[src/rtl/core/cses_pkg.sv]
// Shared types and constants for the chunked-body SSE event extractor.
// Used by every module of the block; no dependencies.
package cses_pkg;

	localparam int          MAX_HEX_DIGITS = 8;
	localparam int          OQ_DEPTH       = 4;
	localparam logic [15:0] CAP_RESET      = 16'd256;

	localparam logic [7:0]  CH_CR = 8'h0D;
	localparam logic [7:0]  CH_LF = 8'h0A;
	localparam logic [7:0]  CH_SP = 8'h20;

	localparam logic [31:0] EVENT_END_MARK = 32'h0D0A_0D0A;
	localparam logic [39:0] DATA_MARK      = 40'h64_6174_613A;

	typedef enum logic [2:0] {
		KIND_DATA     = 3'd0,
		KIND_OK       = 3'd1,
		KIND_FORMAT   = 3'd2,
		KIND_OVERFLOW = 3'd3,
		KIND_FRAMING  = 3'd4,
		KIND_END      = 3'd5
	} kind_t;

	typedef struct packed {
		kind_t      kind;
		logic [7:0] data;
		logic       last;
	} res_t;

	// framing -> event side, per accepted byte
	typedef struct packed {
		logic pay;   // byte is payload of a chunk
		logic drop;  // discard the event being built
	} frm_ctl_t;

endpackage

[src/rtl/core/cses_frame.sv]
// Chunk framing decoder: size line, payload count, trailer skip, resync.
// Depends on cses_pkg.
module cses_frame #(
	parameter int MaxHexDigits = cses_pkg::MAX_HEX_DIGITS
) (
	input  logic              clk,
	input  logic              arst_n,
	input  logic              acc,
	input  logic [7:0]        din,
	output cses_pkg::frm_ctl_t ctl,
	output cses_pkg::res_t    res,
	output logic              res_vld
);
	import cses_pkg::*;

	localparam int CntW = $clog2(MaxHexDigits + 1);

	typedef enum logic [2:0] {
		PH_SIZE, PH_SIZE_LF, PH_PAYLOAD, PH_TRAILER, PH_RESYNC, PH_ENDED
	} phase_t;

	phase_t            ph_q, ph_d;
	logic [31:0]       size_q, size_d;
	logic [CntW-1:0]   cnt_q, cnt_d;
	logic [31:0]       rem_q, rem_d;
	logic              trl_q, trl_d;
	logic              hex_ok;
	logic [3:0]        hex_val;
	logic              ferr;
	frm_ctl_t          ctl_v;
	logic              end_v;

	always_comb begin
		hex_ok  = 1'b1;
		hex_val = 4'd0;
		if (din >= 8'h30 && din <= 8'h39) begin
			hex_val = din[3:0];
		end else if ((din >= 8'h61 && din <= 8'h66) || (din >= 8'h41 && din <= 8'h46)) begin
			hex_val = din[3:0] + 4'd9;
		end else begin
			hex_ok = 1'b0;
		end
	end

	always_comb begin
		ph_d   = ph_q;
		size_d = size_q;
		cnt_d  = cnt_q;
		rem_d  = rem_q;
		trl_d  = trl_q;
		ferr   = 1'b0;
		end_v  = 1'b0;
		ctl_v  = '0;
		case (ph_q)
			PH_SIZE: begin
				if (hex_ok) begin
					if (cnt_q >= CntW'(MaxHexDigits)) begin
						ferr = 1'b1;
					end else begin
						size_d = {size_q[27:0], hex_val};
						cnt_d  = cnt_q + CntW'(1);
					end
				end else if (din == CH_CR && cnt_q != '0) begin
					ph_d = PH_SIZE_LF;
				end else begin
					ferr = 1'b1;
				end
			end
			PH_SIZE_LF: begin
				if (din != CH_LF) begin
					ferr = 1'b1;
				end else if (size_q == '0) begin
					ctl_v.drop = 1'b1;
					end_v      = 1'b1;
					ph_d       = PH_ENDED;
				end else begin
					rem_d = size_q;
					ph_d  = PH_PAYLOAD;
				end
			end
			PH_PAYLOAD: begin
				ctl_v.pay = 1'b1;
				rem_d     = rem_q - 32'd1;
				if (rem_q == 32'd1) begin
					trl_d = 1'b0;
					ph_d  = PH_TRAILER;
				end
			end
			PH_TRAILER: begin
				trl_d = ~trl_q;
				if (trl_q) begin
					ph_d   = PH_SIZE;
					size_d = '0;
					cnt_d  = '0;
				end
			end
			PH_RESYNC: begin
				if (din == CH_LF) begin
					ph_d   = PH_SIZE;
					size_d = '0;
					cnt_d  = '0;
				end
			end
			PH_ENDED: begin
			end
			default: begin
				ph_d   = PH_SIZE;
				size_d = '0;
				cnt_d  = '0;
			end
		endcase
		if (ferr) begin
			ctl_v.drop = 1'b1;
			size_d     = '0;
			cnt_d      = '0;
			ph_d       = (din == CH_LF) ? PH_SIZE : PH_RESYNC;
		end
	end

	assign ctl      = acc ? ctl_v : '0;
	assign res_vld  = acc & (ferr | end_v);
	assign res.kind = end_v ? KIND_END : KIND_FRAMING;
	assign res.data = 8'h00;
	assign res.last = 1'b1;

	always_ff @(posedge clk or negedge arst_n) begin
		if (!arst_n) begin
			ph_q   <= PH_SIZE;
			size_q <= '0;
			cnt_q  <= '0;
			rem_q  <= '0;
			trl_q  <= 1'b0;
		end else if (acc) begin
			ph_q   <= ph_d;
			size_q <= size_d;
			cnt_q  <= cnt_d;
			rem_q  <= rem_d;
			trl_q  <= trl_d;
		end
	end

endmodule

[src/rtl/core/cses_sse.sv]
// Event extractor on the decoded payload: "data:" search, content, status.
// Depends on cses_pkg.
module cses_sse (
	input  logic           clk,
	input  logic           arst_n,
	input  logic           pay,
	input  logic           drop,
	input  logic [7:0]     din,
	input  logic [15:0]    cap,
	output cses_pkg::res_t res0,
	output logic           vld0,
	output cses_pkg::res_t res1,
	output logic           vld1
);
	import cses_pkg::*;

	typedef enum logic [1:0] {FD_SEARCH, FD_SKIP, FD_CONTENT, FD_CONTENT_CR} field_t;
	typedef enum logic [1:0] {FLT_NONE, FLT_FORMAT, FLT_OVERFLOW} fault_t;

	logic [39:0] rec_q, rec_d;
	field_t      fd_q, fd_d;
	logic [15:0] cnt_q, cnt_d;
	logic        line_q, line_d;
	fault_t      flt_q, flt_d;

	always_comb begin : step
		logic [39:0] rec_n;
		logic        want0, want1;
		logic [7:0]  byte0, byte1;
		fault_t      fend;

		rec_n  = {rec_q[31:0], din};
		rec_d  = rec_q;
		fd_d   = fd_q;
		cnt_d  = cnt_q;
		line_d = line_q;
		flt_d  = flt_q;
		want0  = 1'b0;
		want1  = 1'b0;
		byte0  = din;
		byte1  = din;
		fend   = flt_q;
		vld0   = 1'b0;
		vld1   = 1'b0;
		res0   = '{kind: KIND_DATA, data: din, last: 1'b0};
		res1   = '{kind: KIND_DATA, data: din, last: 1'b0};

		if (drop) begin
			rec_d  = '0;
			fd_d   = FD_SEARCH;
			cnt_d  = '0;
			line_d = 1'b0;
			flt_d  = FLT_NONE;
		end else if (pay) begin
			rec_d = rec_n;
			if (rec_n[31:0] == EVENT_END_MARK) begin
				if (flt_q == FLT_NONE && fd_q == FD_SKIP)
					fend = FLT_FORMAT;
				vld0 = 1'b1;
				case (fend)
					FLT_NONE:   res0.kind = KIND_OK;
					FLT_FORMAT: res0.kind = KIND_FORMAT;
					default:    res0.kind = KIND_OVERFLOW;
				endcase
				res0.data = 8'h00;
				res0.last = 1'b1;
				rec_d     = '0;
				fd_d      = FD_SEARCH;
				cnt_d     = '0;
				line_d    = 1'b0;
				flt_d     = FLT_NONE;
			end else begin
				case (fd_q)
					FD_SEARCH: begin
						if (rec_n == DATA_MARK)
							fd_d = FD_SKIP;
					end
					FD_SKIP: begin
						if (din != CH_SP && din != CH_CR && din != CH_LF) begin
							// every data line after the first of an event gets a newline first
							want0  = line_q;
							byte0  = CH_LF;
							want1  = 1'b1;
							line_d = 1'b1;
							fd_d   = FD_CONTENT;
						end
					end
					FD_CONTENT: begin
						if (din == CH_CR)
							fd_d = FD_CONTENT_CR;
						else
							want1 = 1'b1;
					end
					default: begin
						if (din == CH_LF) begin
							fd_d = FD_SEARCH;
						end else if (din == CH_CR) begin
							want0 = 1'b1;
							byte0 = CH_CR;
						end else begin
							want0 = 1'b1;
							byte0 = CH_CR;
							want1 = 1'b1;
							fd_d  = FD_CONTENT;
						end
					end
				endcase

				if (want0 && flt_d == FLT_NONE) begin
					if ({1'b0, cnt_d} + 17'd1 >= {1'b0, cap}) begin
						flt_d = FLT_OVERFLOW;
					end else begin
						vld0      = 1'b1;
						res0.data = byte0;
						cnt_d     = cnt_d + 16'd1;
					end
				end
				if (want1 && flt_d == FLT_NONE) begin
					if ({1'b0, cnt_d} + 17'd1 >= {1'b0, cap}) begin
						flt_d = FLT_OVERFLOW;
					end else begin
						vld1      = 1'b1;
						res1.data = byte1;
						cnt_d     = cnt_d + 16'd1;
					end
				end
			end
		end
	end

	always_ff @(posedge clk or negedge arst_n) begin
		if (!arst_n) begin
			rec_q  <= '0;
			fd_q   <= FD_SEARCH;
			cnt_q  <= '0;
			line_q <= 1'b0;
			flt_q  <= FLT_NONE;
		end else begin
			rec_q  <= rec_d;
			fd_q   <= fd_d;
			cnt_q  <= cnt_d;
			line_q <= line_d;
			flt_q  <= flt_d;
		end
	end

endmodule

[src/rtl/core/cses_outq.sv]
// Result queue: takes up to two results per beat in order, hands out one.
// Depends on cses_pkg.
module cses_outq (
	input  logic           clk,
	input  logic           arst_n,
	input  logic           push0,
	input  cses_pkg::res_t din0,
	input  logic           push1,
	input  cses_pkg::res_t din1,
	output logic           in_rdy,
	output logic           out_vld,
	input  logic           out_rdy,
	output cses_pkg::res_t dout
);
	import cses_pkg::*;

	localparam int PtrW = $clog2(OQ_DEPTH);
	localparam int CntW = $clog2(OQ_DEPTH + 1);

	res_t            ent_q [OQ_DEPTH];
	logic [PtrW-1:0] wr_q, rd_q, wr1;
	logic [CntW-1:0] cnt_q;
	logic            pop;

	assign pop     = out_vld & out_rdy;
	assign out_vld = (cnt_q != '0);
	assign in_rdy  = (cnt_q <= CntW'(OQ_DEPTH - 2));
	assign dout    = ent_q[rd_q];
	assign wr1     = push0 ? wr_q + PtrW'(1) : wr_q;

	always_ff @(posedge clk) begin
		if (push0)
			ent_q[wr_q] <= din0;
		if (push1)
			ent_q[wr1] <= din1;
	end

	always_ff @(posedge clk or negedge arst_n) begin
		if (!arst_n) begin
			wr_q  <= '0;
			rd_q  <= '0;
			cnt_q <= '0;
		end else begin
			wr_q  <= wr_q + PtrW'(push0) + PtrW'(push1);
			rd_q  <= rd_q + PtrW'(pop);
			cnt_q <= cnt_q + CntW'(push0) + CntW'(push1) - CntW'(pop);
		end
	end

endmodule

[src/rtl/core/chunked_sse_event_extractor_core.sv]
// Top level of the chunked-body SSE event extractor.
// Depends on cses_pkg, cses_frame, cses_sse, cses_outq.
//
// Usage:
//   s_* carries one byte of the chunked HTTP body per beat (s_tdata).
//   m_* carries result items: m_tuser is the kind (data byte, event ok,
//   format error, overflow, framing error, stream end), m_tdata the content
//   byte for data items (zero otherwise), m_tlast marks status items.
//   cfg_* writes the event capacity (reset 256); write it only while idle.
// Timing:
//   Each byte is decoded in the cycle it is accepted; its results are
//   registered into a four-entry result queue and leave it on m_* in order.
//   With m_tready high, one byte per cycle is taken while each byte
//   yields at most one result. A byte that yields two results (separator
//   plus content) pushes both into the queue, which hands them out one by
//   one; s_tready drops only when fewer than two queue entries are free.
// Reset clears all parsing state and empties the queue. A stalled m_tready
// holds the head item; input is taken until fewer than two entries are free.
// After the stream-end item, bytes are still taken but produce nothing.
module chunked_sse_event_extractor_core #(
	parameter int MAX_HEX_DIGITS = cses_pkg::MAX_HEX_DIGITS
) (
	input  logic        clk,
	input  logic        arst_n,
	input  logic        s_tvalid,
	output logic        s_tready,
	input  logic [7:0]  s_tdata,   // [7:0] raw_byte
	output logic        m_tvalid,
	input  logic        m_tready,
	output logic [7:0]  m_tdata,   // [7:0] data_byte
	output logic [2:0]  m_tuser,   // [2:0] kind
	output logic        m_tlast,
	input  logic        cfg_valid,
	output logic        cfg_ready,
	input  logic [15:0] cfg_data   // event_capacity
);
	import cses_pkg::*;

	logic        acc;
	logic [15:0] cap_q;
	frm_ctl_t    ctl;
	res_t        frm_res, sse_res0, sse_res1, head;
	logic        frm_vld, sse_vld0, sse_vld1;

	assign acc       = s_tvalid & s_tready;
	assign cfg_ready = 1'b1;

	always_ff @(posedge clk or negedge arst_n) begin
		if (!arst_n)
			cap_q <= CAP_RESET;
		else if (cfg_valid)
			cap_q <= cfg_data;
	end

	cses_frame #(.MaxHexDigits(MAX_HEX_DIGITS)) u_frame (
		.clk     (clk),
		.arst_n  (arst_n),
		.acc     (acc),
		.din     (s_tdata),
		.ctl     (ctl),
		.res     (frm_res),
		.res_vld (frm_vld)
	);

	cses_sse u_sse (
		.clk    (clk),
		.arst_n (arst_n),
		.pay    (ctl.pay),
		.drop   (ctl.drop),
		.din    (s_tdata),
		.cap    (cap_q),
		.res0   (sse_res0),
		.vld0   (sse_vld0),
		.res1   (sse_res1),
		.vld1   (sse_vld1)
	);

	// framing results and event results never occur on the same byte
	cses_outq u_outq (
		.clk     (clk),
		.arst_n  (arst_n),
		.push0   (frm_vld | sse_vld0),
		.din0    (frm_vld ? frm_res : sse_res0),
		.push1   (sse_vld1),
		.din1    (sse_res1),
		.in_rdy  (s_tready),
		.out_vld (m_tvalid),
		.out_rdy (m_tready),
		.dout    (head)
	);

	assign m_tuser = head.kind;
	assign m_tdata = head.data;
	assign m_tlast = head.last;

endmodule

[config.mk]
export PLATFORM = sky130hd
export DESIGN_NAME = chunked_sse_event_extractor_core
export DESIGN_NICKNAME = d
export VERILOG_FILES = /design/src/rtl/core/cses_pkg.sv /design/src/rtl/core/cses_frame.sv /design/src/rtl/core/cses_sse.sv /design/src/rtl/core/cses_outq.sv /design/src/rtl/core/chunked_sse_event_extractor_core.sv
export SDC_FILE = /design/constraint.sdc
export NUM_CORES = 1
export LEC_CHECK = 0
export BUFFER_PORTS_ARGS = -buffer_cell sky130_fd_sc_hd__clkbuf_2
export CORE_MARGIN = 2
export CORE_UTILIZATION = 55
export CTS_CLUSTER_DIAMETER = 100
export DETAILED_ROUTE_END_ITERATION = 8
export PLACE_DENSITY = 0.75
export SYNTH_ARGS = -nofsm -noshare
export SYNTH_HDL_FRONTEND = slang
export SYNTH_SLANG_ARGS = --single-unit
[constraint.sdc]
create_clock -name clk -period 6.9 [get_ports clk]
set_clock_uncertainty 0.1 [all_clocks]
set_input_delay 0.69 -clock clk [delete_from_list [all_inputs] [get_ports clk]]
set_output_delay 0.69 -clock clk [all_outputs]
set_load 0.02 [all_outputs]
* Word level (Yosys, flattened, before mapping)
Memories as Yosys holds them, arrays and structs flattened. Cells that the tools add are included.
Word-level totals: word-level logic and storage cells 233, output and inout port bits 15, memory bits (writable) 48, bits of input ports 29, register bits after elaboration 148, memories 1
Memories:
- u_outq.ent_q | depth 4, bits a word 12, read ports 1, clocked after Yosys merged registers in 0, write ports 2, line cses_outq.sv:20 | res_t ent_q [OQ_DEPTH];
Operators by class: $lt $le $gt $ge 10, bitwise gates (word level) 6, reduce and logical (&&, ||, !) cells 31, multiplexer cells 124, $add $sub $neg 14, eq/ne operators 33
Operator list (number):
- $mux 32 | 10
- $mux 16 | 10
- $pmux 32 s4 | 1
- $pmux 32 s2 | 1
- $mux 2 | 25
- $mux 1 | 44
- $eq 40x39->1 const B | 1
- $mux 8 | 5
- $mux 12 | 3
- $add 16x1->17 const B | 2
- $ge 17x16->1 | 2
- $add 16x1->16 const B | 2
- $eq 32x1->1 const B | 1
- $eq 32x28->1 const B | 1
- $logic_not 32->1 | 1
- $sub 32x1->32 const B | 1
- $mux 4 | 7
- $mux 3 | 9
- $pmux 3 s6 | 1
- $eq 8x4->1 const B | 2
- $ge 8x7->1 const B | 2
- $le 8x7->1 const B | 2
- $ne 8x4->1 const B | 2
- $pmux 4 s4 | 1
- other kinds (46) | 82

* Depth between registers and ports, before layout
Gate-level depths: netlist (run 1).
depth after elaboration 25, depth in mapped cells 39, depth with buffers taken out 34

* Cells and area by module
From an unflattened synthesis (run 1), not the netlist that was laid out.
Unflattened totals: cells, all modules 1315, area, all modules 12894.9 µm²
By module, submodules not included:
- cses_sse | sequential area each 1326.3 µm², area each 4888.4 µm², cells an instance 578, instances 1
- cses_frame | sequential area each 1801.7 µm², area each 4336.7 µm², cells an instance 522, instances 1
- cses_outq | sequential area each 1616.6 µm², area each 2849.0 µm², cells an instance 164, instances 1
- chunked_sse_event_extractor_core | sequential area each 401.6 µm², area each 820.8 µm², cells an instance 51, instances 1

* Worst setup path before layout (run 1)
Ideal clock, no wire load.
path kind register to register, start register u_sse.cnt_q[5], end register u_outq.cnt_q[1], period minus slack after synthesis 7.450 ns, arrival time 7.215 ns, path buffers 4, library setup time 0.135 ns, stages on the path, launching flop included 35, data required time 6.665 ns, setup slack -0.550 ns, cells stage by stage dfrtp_1 -> clkbuf_1 -> nand3_1 -> or2_1 -> clkbuf_1 -> nor2_1 -> xnor2_1 -> ha_1 -> and4_1 -> nand4_1 -> a211o_2 -> nand3_1 -> clkbuf_1 -> xnor2_1 -> ha_1 -> o31ai_4 -> or2_1 -> nand2_1 -> nand2_1 -> xnor2_1 -> ha_1 -> a21o_1 -> a21o_1 -> a21o_1 -> a21o_1 -> a21oi_1 -> o221ai_1 -> a211o_1 -> buf_6 -> nor2_2 -> nand2_1 -> ha_1 -> fa_1 -> inv_1 -> fa_1
Between the ends: cells in the longest elaborated chain, start to end 16, elaborated cells between the ends (all ways) 31, classes of those cells add/sub: 6; order compare: 2; mux: 20; bitwise: 1; reduce/logical: 2
Ends and longest elaborated chain:
- from (decl) | line cses_sse.sv:22 | logic [15:0] cnt_q, cnt_d;
- from (signal assigned) | line cses_sse.sv:141 | cnt_q <= cnt_d;
- $add 16x1->17 | line cses_sse.sv:110 | if ({1'b0, cnt_d} + 17'd1 >= {1'b0, cap}) begin
- $ge 17x16->1 | line cses_sse.sv:110
- $mux 16 | line cses_sse.sv:110
- $mux 16 | line cses_sse.sv:109 | if (want0 && flt_d == FLT_NONE) begin
- $mux 16 | line cses_sse.sv:56 | if (rec_n[31:0] == EVENT_END_MARK) begin
- $mux 16 | line cses_sse.sv:54 | end else if (pay) begin
- $mux 16 | line cses_sse.sv:48 | if (drop) begin
- $add 16x1->17 | line cses_sse.sv:119 | if ({1'b0, cnt_d} + 17'd1 >= {1'b0, cap}) begin
- $ge 17x16->1 | line cses_sse.sv:119
- $mux 1 | line cses_sse.sv:119
- $mux 1 | line cses_sse.sv:118 | if (want1 && flt_d == FLT_NONE) begin
- $mux 1 | line cses_sse.sv:56
- $mux 1 | line cses_sse.sv:54
- $mux 1 | line cses_sse.sv:48
- $add 3x1->3 * | line cses_outq.sv:46 | cnt_q <= cnt_q + CntW'(push0) + CntW'(push1) - CntW'(pop);
- $sub 3x1->3 * | line cses_outq.sv:46
- to (signal assigned) | line cses_outq.sv:46
- to (decl) | line cses_outq.sv:22 | logic [CntW-1:0] cnt_q;
Every way passes the cells marked *; elsewhere a longest branch is shown, timed or not. The select of a mux whose other input is x is not followed. A chain may end at the register's enable or synchronous reset.

* Final worst setup path (run 1)
start register u_sse.cnt_q[6], end register u_outq.cnt_q[1]
The elaborated chain is that of the path after synthesis.

==> results of run 1 <==
## worst register-to-register path, delay by kind of cell, from the launching register on
| kind | cells | cell delay (ps) |
|---|---|---|
| buf+inv | 1 | 60 |
| xor+xnor | 2 | 270 |
| flops | 1 | 430 |
| fa+ha+maj | 6 | 1720 |
| simple gates | 14 | 2230 |
| compound gates | 10 | 1760 |
## Yosys cell counts, types with 14 or more instances
master | instances | share of area
nand2_1 | 200 | 0.062
a22o_1 | 36 | 0.026
a21oi_1 | 82 | 0.034
or3_1 | 14 | 0.0072
inv_1 | 46 | 0.014
edfxtp_1 | 32 | 0.080
nand4_1 | 20 | 0.010
o31ai_1 | 16 | 0.0099
nor2_1 | 87 | 0.027
nor4_1 | 20 | 0.010
o21ai_0 | 94 | 0.039
xnor2_1 | 27 | 0.020
clkbuf_1 | 58 | 0.018
ha_1 | 54 | 0.056
xor2_1 | 15 | 0.011
dfrtp_1 | 147 | 0.30
nand3_1 | 72 | 0.030
nor2b_1 | 18 | 0.0093
dfxtp_1 | 16 | 0.027
nor3_1 | 35 | 0.014
## per-stage QoR
| step | hold WS [ps] | utilization |
|---|---|---|
| 6_report | 253.1 | 0.6356 |
| 5_1_grt | 346.1 | 0.6356 |
| 2_1_floorplan | 294.4 | - |
| 3_5_place_dp | 349.4 | 0.5938 |
| 4_1_cts | 301.7 | 0.6225 |
| 3_3_place_gp | 339.4 | 0.5938 |
## worst paths after layout
check / start / endpoint
setup / recovery: u_sse.cnt_q[6] / u_outq.cnt_q[1]
hold / removal: arst_n / u_frame.rem_q[20]
setup reg to reg: u_sse.cnt_q[6] / u_outq.cnt_q[1]
hold reg to reg: u_outq.ent_q[2][11] / u_outq.ent_q[2][11]
max in group asynchronous: arst_n / u_sse.cnt_q[1]
min in group clk: cfg_data[4] / cap_q[4]
## layout make-up
| class | count | area [sq um] |
|---|---|---|
| fillers | 1800 | 7904 |
| multi-input cells | 1023 | 6802 |
| flip-flops and latches | 196 | 4989 |
| repair buffers | 127 | 854.6 |
| clock buffers | 18 | 450.4 |
| well taps | 280 | 350.3 |
| inverters | 47 | 176.4 |
| clock inverters | 14 | 162.7 |
## state kept, by name, indices dropped and copies added (netlist names)
register	cells
cap_q	16
u_frame.cnt_q	4
u_frame.ph_q	3
u_frame.rem_q	32
u_frame.size_q	32
u_frame.trl_q	1
u_outq.cnt_q	3
u_outq.ent_q	48
u_outq.rd_q	2
u_outq.wr_q	2
u_sse.cnt_q	16
u_sse.fd_q	2
u_sse.flt_q	2
u_sse.line_q	1
u_sse.rec_q	32
## power groups by stage
stage / clock (mW) / combinational [mW] / sequential, mW
after global placement: 0 / 1.47 / 1.52
after global routing: 1.10 / 1.70 / 1.53
after floorplan: 0 / 1.12 / 1.44
after detailed placement: 0 / 1.49 / 1.53
final: 1.04 / 1.55 / 1.51
after CTS: 1.06 / 1.50 / 1.50
## layer usage
metal / share of wire / vias up / GRT usage
met3: 0.057 / 79 / 0.04209
met1: 0.42 / 5169 / 0.3769
met2: 0.49 / 406 / 0.4725
met5: 0 / - / 0
met4: 0.030 / 0 / 0.09746
li1: - / 5043 / -
## logic make-up (layout without fill, tap and decap cells)
group           count (synthesis)  in the layout  synth area share
compound gates                350            350            0.1888
xor+xnor                       42             42           0.03044
buf+inv                       131            206           0.04493
other cells                     1              1         0.0003103
flops                         196            196            0.4125
simple gates                  552            552            0.2318
fa+ha+maj                      57             57           0.06087
mux                            21             21           0.03033
## timing repair
| item | in CTS | in global routing |
|---|---|---|
| cloned | 0 | 0 |
| hold buffers | 0 | 0 |
| pin swaps | 0 | 24 |
| resized for setup | 3 | 33 |
| endpoints found under the setup margin | 17 | 90 |
| buffers inserted | 0 | 18 |
==> results.sh, run 1 <==
export IMPL_path_class="reg -> reg"
export IMPL_grt_max_degree=104
export IMPL_core_area_sq_um=21690
export IMPL_arrival_ps=6920
export IMPL_pwr_share_clk=0.254
export IMPL_dp_cells=1655
export IMPL_syn_to_final_growth_pct=14.05
export IMPL_pin_count=44
export IMPL_netlist_instances=1350
export IMPL_antenna_found_initial=0
export IMPL_reg2reg_depth=33
export IMPL_dp_hpwl_um=23050
export IMPL_cts_made_buffers=17
export IMPL_powerDensity_nw_per_um2=297.4
export IMPL_timing_final_ws_setup_ps=212.7
export IMPL_synth_edf_count=32
export IMPL_stdcell_count=1705
export IMPL_cts_tree="done"
export IMPL_finalCritPeriodShare=0.9692
export IMPL_cts_htree_levels=4
export IMPL_postLayoutCellArea_sq_um=13780
export IMPL_finalHoldViolations=0
export IMPL_start_util=0.5573
export IMPL_clkTransAtPathRegs_ps=80
export IMPL_r2r_setup_slack_ps=210
export IMPL_wirelength_um=32560
export IMPL_yosysSeqAreaShare=0.4125
export IMPL_ys_ff_latch=196
export IMPL_grt_pass1_vias=10304
export IMPL_drc=0
export IMPL_gp_congestion=1.014
export IMPL_path_delay_family="simple AND/OR/NAND/NOR gates"
export IMPL_die_w_um=152.2
export IMPL_placed_area_sq_um=12880
export IMPL_n_antenna_cell=0
export IMPL_drive_gt1_frac=0.1761
export IMPL_netlist_area_sq_um=12090
export IMPL_p_comb_frac=0.378
export IMPL_worstMarginPinSlew_ps=948.5
export IMPL_vias=10697
export IMPL_fmaxAchievable_mhz=149.5
export IMPL_status="completed"
export IMPL_syn_area_per_cell_sq_um=8.953
export IMPL_ys_warn_count=0
export IMPL_die_h_um=152.2
export IMPL_maxSlewHeadroom=0.3677
export IMPL_drt_pre_antenna_iters=6
export IMPL_synth_distinct_cells=95
export IMPL_io_buffer_count=42
export IMPL_finalNetCount=1498
export IMPL_clock_latency_ps=450
export IMPL_cts_root_buf="clkbuf_16"
export IMPL_start_kind="register"
export IMPL_internal_power_mw=2.433
export IMPL_path_max_fanout=4
export IMPL_slowest_stage="dfrtp_1"
export IMPL_hp_class="in -> async"
export IMPL_drtIter0Drc=951
export IMPL_cts_num_sinks=196
export IMPL_async_reset_ff_frac=0.7551
export IMPL_layout_commonest_cell="nand2_1"
export IMPL_ctsLongestPathBuffers=2
export IMPL_cp_end_kind="register"
export IMPL_power_frac_seq=0.368
export IMPL_vias_per_cell=6.274
export IMPL_wire_per_inst_um=19.10
export IMPL_period_needed_ps=6687
export IMPL_fin_tns_setup_ps=0
export IMPL_synthFlopType="dfrtp_1"
export IMPL_critical_path_required_ps=7130
export IMPL_setup_violations=0
export IMPL_p_switching_mw=1.667
export IMPL_most_common_layout_cells="nand2_1 (194), dfrtp_1 (145), o21ai_0 (94)"
export IMPL_max_cap_viol_count=0
export IMPL_rows=54
export IMPL_crit_buf_inv=1
export IMPL_grt_first_pass_wirelength_um=53470
export IMPL_dieArea_sq_um=23180
export IMPL_swShare=0.4066
export IMPL_maxSlewViolCount=0
export IMPL_cellLeakagePower_nw=5.945
export IMPL_synth_nets=1436
export IMPL_grt_overflow_total=0
export IMPL_cp_slowest_stage_delay_ps=430
export IMPL_grt_total_usage=0.2822
export IMPL_cpMostUsedCell="a21o_1"
export IMPL_antenna_left=0
export IMPL_p_total_mw=4.099
export IMPL_dpl_worst_slack_ps=-46.10
export IMPL_cp_depth=33
export IMPL_vdd_drop_max_mv=0.3693
Note: power is estimated with default switching activity, not from simulation.
==> run 2, diff against run 1 <==
--- a/config.mk
+++ b/config.mk
@@ -11,6 +11,7 @@
 export CTS_CLUSTER_DIAMETER = 100
 export DETAILED_ROUTE_END_ITERATION = 8
 export PLACE_DENSITY = 0.75
+export RECOVER_POWER = 25
 export SYNTH_ARGS = -nofsm -noshare
 export SYNTH_HDL_FRONTEND = slang
 export SYNTH_SLANG_ARGS = --single-unit
==> results.sh, run 2 (synthesis gave the netlist of run 1 again) <==
export IMPL_status="finished, violations left"
export IMPL_violations="max-capacitance violations, max-slew violations"
export IMPL_antenna_found_initial=0
export IMPL_finalNetCount=1498
export IMPL_p_comb_frac=0.377
export IMPL_reg2reg_depth=33
export IMPL_whs_path_depth=3
export IMPL_path_class="reg -> reg"
export IMPL_gp_congestion=1.014
export IMPL_grt_first_pass_wirelength_um=53470
export IMPL_hold_buffers=0
export IMPL_die_w_um=152.2
export IMPL_min_to="cap_q[4]"
export IMPL_cts_num_sinks=196
export IMPL_vias_per_cell=6.275
export IMPL_vdd_drop_max_mv=0.3689
export IMPL_wirelength_um=32480
export IMPL_fillers=1802
export IMPL_path_delay_family="adder cells"
export IMPL_maxSlewViolCount=104
export IMPL_syn_to_final_growth_pct=13.98
export IMPL_cts_root_buf="clkbuf_16"
export IMPL_finalCritPeriodShare=0.9687
export IMPL_die_h_um=152.2
export IMPL_dieArea_sq_um=23180
export IMPL_hp_class="in -> reg"
export IMPL_wire_per_inst_um=19.05
export IMPL_layout_commonest_cell="nand2_1"
export IMPL_power_frac_seq=0.368
export IMPL_cpMostUsedCell="a21o_1"
export IMPL_largest_reg_flops=48
export IMPL_cp_end_kind="register"
export IMPL_slowest_stage="dfrtp_2"
export IMPL_finalHoldViolations=0
export IMPL_max_cap_viol_count=1
export IMPL_maxSlewHeadroom=-2.694
export IMPL_worstMarginPinSlew_ps=5541
export IMPL_start_util=0.5573
export IMPL_antenna_left=0
export IMPL_critical_path_required_ps=7130
export IMPL_r2r_setup_slack_ps=220
export IMPL_cp_slowest_stage_delay_ps=450
export IMPL_powerDensity_nw_per_um2=297.3
export IMPL_cts_htree_levels=4
export IMPL_placed_area_sq_um=12880
export IMPL_drt_pre_antenna_iters=6
export IMPL_pwr_share_clk=0.254
export IMPL_fin_tns_setup_ps=0
export IMPL_internal_power_mw=2.433
export IMPL_clkTransAtPathRegs_ps=80
export IMPL_cts_tree="done"
export IMPL_drc=0
export IMPL_grt_pass1_vias=10304
export IMPL_period_needed_ps=6684
export IMPL_start_kind="register"
export IMPL_min_from="cfg_data[4]"
export IMPL_top_register="u_outq.ent_q"
export IMPL_cellLeakagePower_nw=5.937
export IMPL_arrival_ps=6910
export IMPL_path_max_fanout=8
export IMPL_rows=54
export IMPL_seq_area_sq_um=4989
export IMPL_dp_hpwl_um=23050
export IMPL_p_switching_mw=1.664
export IMPL_rr_endpoint="u_outq.cnt_q[1]"
export IMPL_postLayoutCellArea_sq_um=13780
export IMPL_drtIter0Drc=951
export IMPL_core_area_sq_um=21690
export IMPL_cts_made_buffers=17
export IMPL_grt_total_usage=0.2822
export IMPL_crit_buf_inv=1
export IMPL_reg2reg_from="u_sse.cnt_q[0]"
export IMPL_grt_max_degree=104
export IMPL_pin_count=44
export IMPL_io_buffer_count=42
export IMPL_setup_violations=0
export IMPL_fmaxAchievable_mhz=149.6
export IMPL_vias=10699
export IMPL_grt_overflow_total=0
export IMPL_clock_latency_ps=450
export IMPL_multi_input_area_sq_um=6802
export IMPL_most_common_layout_cells="nand2_1 (194), dfrtp_1 (145), o21ai_0 (94)"
export IMPL_swShare=0.4061
export IMPL_ctsLongestPathBuffers=2
export IMPL_n_antenna_cell=0
export IMPL_drive_gt1_frac=0.1747
==> run 2: cell count changes in the layout (fill, tap and decap cells not counted) <==
cell | before | now
buf_6 | 1 | 0
clkbuf_1 | 0 | 2
clkbuf_2 | 41 | 40
==> run 2: repair_timing <==
item / 4_1_cts / 5_1_grt
gates resized for setup: 3 / 33
buffers inserted: 0 / 18
pin swaps: 0 / 24
setup endpoints to repair: 17 / 90
==> run 2: how the worst max path moves through the flow <==
stage / start / end / slack [ps] / depth (start not counted)
floorplan: u_sse.cnt_q[0] / u_outq.cnt_q[1] / 20 / 37
global placement: u_sse.cnt_q[0] / u_outq.ent_q[1][5] / 120 / 29
detailed placement: u_sse.cnt_q[0] / u_outq.ent_q[0][8] / -50 / 29
CTS: u_sse.cnt_q[8] / u_outq.cnt_q[1] / 4 / 31
global route: u_sse.cnt_q[6] / u_outq.cnt_q[1] / -70 / 33
finish: u_sse.cnt_q[0] / u_outq.cnt_q[1] / 220 / 33
==> run 2: metrics by stage <==
| step | util | instances | power, mW | setup slack (ps) | hold slack, ps |
|---|---|---|---|---|---|
| 2_1_floorplan | - | 1350 | 2.560 | 21.05 | 294.4 |
| 3_3_place_gp | 0.5938 | 1655 | 2.990 | 118.9 | 339.4 |
| 3_5_place_dp | 0.5938 | 1655 | 3.015 | -46.10 | 349.4 |
| 4_1_cts | 0.6225 | 1687 | 4.058 | 4.147 | 301.7 |
| 5_1_grt | 0.6352 | 1705 | 4.333 | -67.09 | 346.1 |
| 6_report | 0.6352 | 1705 | 4.096 | 215.9 | 341.5 |
==> run 2: worst register-to-register path, delay by kind of cell (launching register included) <==
family	cells	cell delay (ps)
AO/OA/AOI/OAI	10	1850
XOR/XNOR	2	280
adder cells (fa/ha/maj)	7	1980
buffers and inverters	1	60
flip-flops	1	450
AND/OR/NAND/NOR	13	1850
==> run 2: area by class of cell <==
type | count | share of cell area
Tap cell | 280 | 0.02543
Timing Repair Buffer | 127 | 0.06140
Clock inverter | 14 | 0.01181
Clock buffer | 18 | 0.03270
Sequential cell | 196 | 0.3621
Inverter | 47 | 0.01281
Multi-Input combinational cell | 1023 | 0.4937
==> run 2: metal layers <==
layer,vias up,track usage,part of all wire
li1,5042,-,-
met1,5184,0.3769,0.42
met2,389,0.4725,0.49
met3,84,0.04209,0.054
met4,0,0.09746,0.032
met5,-,0,0
==> run 2: power groups by stage <==
stage | Combinational [mW] | Clock, mW | Sequential, mW
2_1_floorplan | 1.12 | 0 | 1.44
3_3_place_gp | 1.47 | 0 | 1.52
3_5_place_dp | 1.49 | 0 | 1.53
4_1_cts | 1.50 | 1.06 | 1.50
5_1_grt | 1.70 | 1.10 | 1.53
6_report | 1.55 | 1.04 | 1.51
==> run 3, diff against run 2 <==
--- a/config.mk
+++ b/config.mk
@@ -10,6 +10,7 @@
 export CORE_UTILIZATION = 55
 export CTS_CLUSTER_DIAMETER = 100
 export DETAILED_ROUTE_END_ITERATION = 8
+export GPL_TIMING_DRIVEN = 0
 export PLACE_DENSITY = 0.75
 export RECOVER_POWER = 25
 export SYNTH_ARGS = -nofsm -noshare
==> constraint.sdc (replaced) <==
create_clock -name clk -period 6.9 [get_ports clk]
set_clock_uncertainty 0.1 [all_clocks]
set_input_delay 0 -clock clk [delete_from_list [all_inputs] [get_ports clk]]
set_output_delay 0 -clock clk [all_outputs]
set_load 0.02 [all_outputs]
==> results.sh, run 3 (synthesis gave the netlist of run 1 again) <==
export IMPL_fmaxAchievable_mhz=136.8
export IMPL_critical_path_required_ps=7140
export IMPL_syn_to_final_growth_pct=22.23
export IMPL_finalCritPeriodShare=1.059
export IMPL_dp_cells=1672
export IMPL_vias_per_cell=6.534
export IMPL_start_kind="register"
export IMPL_clock_latency_ps=460
export IMPL_cts_num_sinks=196
export IMPL_worstMarginPinSlew_ps=3167
export IMPL_finalNetCount=1603
export IMPL_top_register="u_outq.ent_q"
export IMPL_status="finished, violations left"
export IMPL_drt_pre_antenna_iters=6
export IMPL_grt_overflow_total=0
export IMPL_cts_root_buf="clkbuf_16"
export IMPL_largest_reg_flops=48
export IMPL_cts_htree_levels=4
export IMPL_rows=54
export IMPL_hold_ws_ps=49.96
export IMPL_grt_first_pass_wirelength_um=58100
export IMPL_layout_commonest_cell="nand2_1"
export IMPL_io_buffer_count=41
export IMPL_drtIter0Drc=1249
export IMPL_max_cap_viol_count=2
export IMPL_violations="max-capacitance violations, max-slew violations, negative setup slack"
export IMPL_n_antenna_cell=0
export IMPL_dpl_worst_slack_ps=-1608
export IMPL_finalHoldViolations=0
export IMPL_most_common_layout_cells="nand2_1 (191), dfrtp_1 (146), o21ai_0 (92)"
export IMPL_antenna_left=0
export IMPL_cts_made_buffers=17
export IMPL_ctsLongestPathBuffers=2
export IMPL_antenna_found_initial=0
export IMPL_clkTransAtPathRegs_ps=80
export IMPL_grt_pass1_vias=11267
export IMPL_timing_final_ws_setup_ps=-409.8
export IMPL_grt_total_usage=0.3105
export IMPL_cts_tree="done"
export IMPL_rsz0062_at_grt="yes"
export IMPL_period_needed_ps=7310
export IMPL_drc=0
export IMPL_path_max_fanout=10
export IMPL_hp_class="in -> reg"
export IMPL_dieArea_sq_um=23180
export IMPL_gp_congestion=0.9638
export IMPL_cp_slowest_stage_delay_ps=560
export IMPL_setup_violations=74
export IMPL_die_w_um=152.2
export IMPL_wire_per_inst_um=21.20
export IMPL_pin_count=44
export IMPL_vias=11826
export IMPL_cellLeakagePower_nw=6.334
export IMPL_maxSlewHeadroom=-1.111
export IMPL_dp_hpwl_um=24240
export IMPL_slowest_stage="or4_4"
export IMPL_core_area_sq_um=21690
export IMPL_wirelength_um=38370
export IMPL_grt_max_degree=92
export IMPL_path_class="reg -> reg"
export IMPL_p_total_mw=4.302
export IMPL_arrival_ps=7550
export IMPL_maxSlewViolCount=151
export IMPL_stdcell_count=1810
export IMPL_powerDensity_nw_per_um2=291.2
export IMPL_vdd_drop_max_mv=0.2154
export IMPL_cp_end_kind="register"
export IMPL_die_h_um=152.2
export IMPL_drive_gt1_frac=0.1778
export IMPL_start_util=0.5573
==> run 3: repair_timing <==
item / CTS / global route
endpoints found under the setup margin: 102 / 93
hold buffers: 49 / 0
endpoints found under the hold margin: 190 / 0
pin swaps: 37 / 30
buffers inserted: 33 / 27
resized for setup: 47 / 56
==> run 3: per-layer routing <==
| layer | GRT usage | wire length (um) | up-vias |
|---|---|---|---|
| li1 | - | - | 5246 |
| met1 | 0.3830 | 14540 | 5664 |
| met2 | 0.5384 | 18630 | 719 |
| met3 | 0.05233 | 3187 | 197 |
| met4 | 0.1357 | 2015 | 0 |
| met5 | 0 | 0 | - |
==> run 3: final timing paths <==
kind	start	end	slack [ps]	cells past startpoint
max in group asynchronous	arst_n	u_sse.cnt_q[0]	1800	3
min in group asynchronous	arst_n	u_frame.rem_q[30]	1040	2
worst max-delay path	u_sse.cnt_q[8]	u_outq.cnt_q[1]	-410	31
worst min-delay path	cfg_valid	cap_q[12]	50	3
worst min register to register	u_outq.ent_q[1][11]	u_outq.ent_q[1][11]	360	2
worst max register to register	u_sse.cnt_q[8]	u_outq.cnt_q[1]	-410	31
==> run 3: worst max-delay path: cells and delay by family (launching register included) <==
family                     cells  cell delay (ps)
and+or+nand+nor               15             2940
adders and majority gates      5             1590
AOI/OAI and AO/OA              5             1090
xor gates and xnor gates       2              560
buffers and inverters          4              530
DFF                            1              330
==> run 3: area by class of cell <==
cell class / instances / area, sq um
flip-flops and latches: 196 / 4987
inverters: 47 / 176.4
repair buffers: 151 / 1190
clock inverters: 13 / 138.9
clock buffers: 19 / 442.9
plain buffers: 81 / 434.2
fillers: 1576 / 6915
well taps: 280 / 350.3
multi-input cells: 1023 / 7053
==> run 3: report_power, final <==
part	total [mW]	switching, mW	leakage (nW)	internal (mW)
logic	1.82	1.14	3.63	0.676
registers	1.46	0.133	2.42	1.33
clock network	1.03	0.503	0.282	0.522
==> run 3: per-stage QoR <==
step / util / setup TNS [ps] / instance area, sq um
4_1_cts: 0.6597 / -11.82 / 14310
5_1_grt: 0.6811 / -30310 / 14770
2_1_floorplan: - / 0 / 12190
3_5_place_dp: 0.5895 / -90710 / 12790
6_report: 0.6811 / -18380 / 14770
3_3_place_gp: 0.5879 / -86680 / 12750
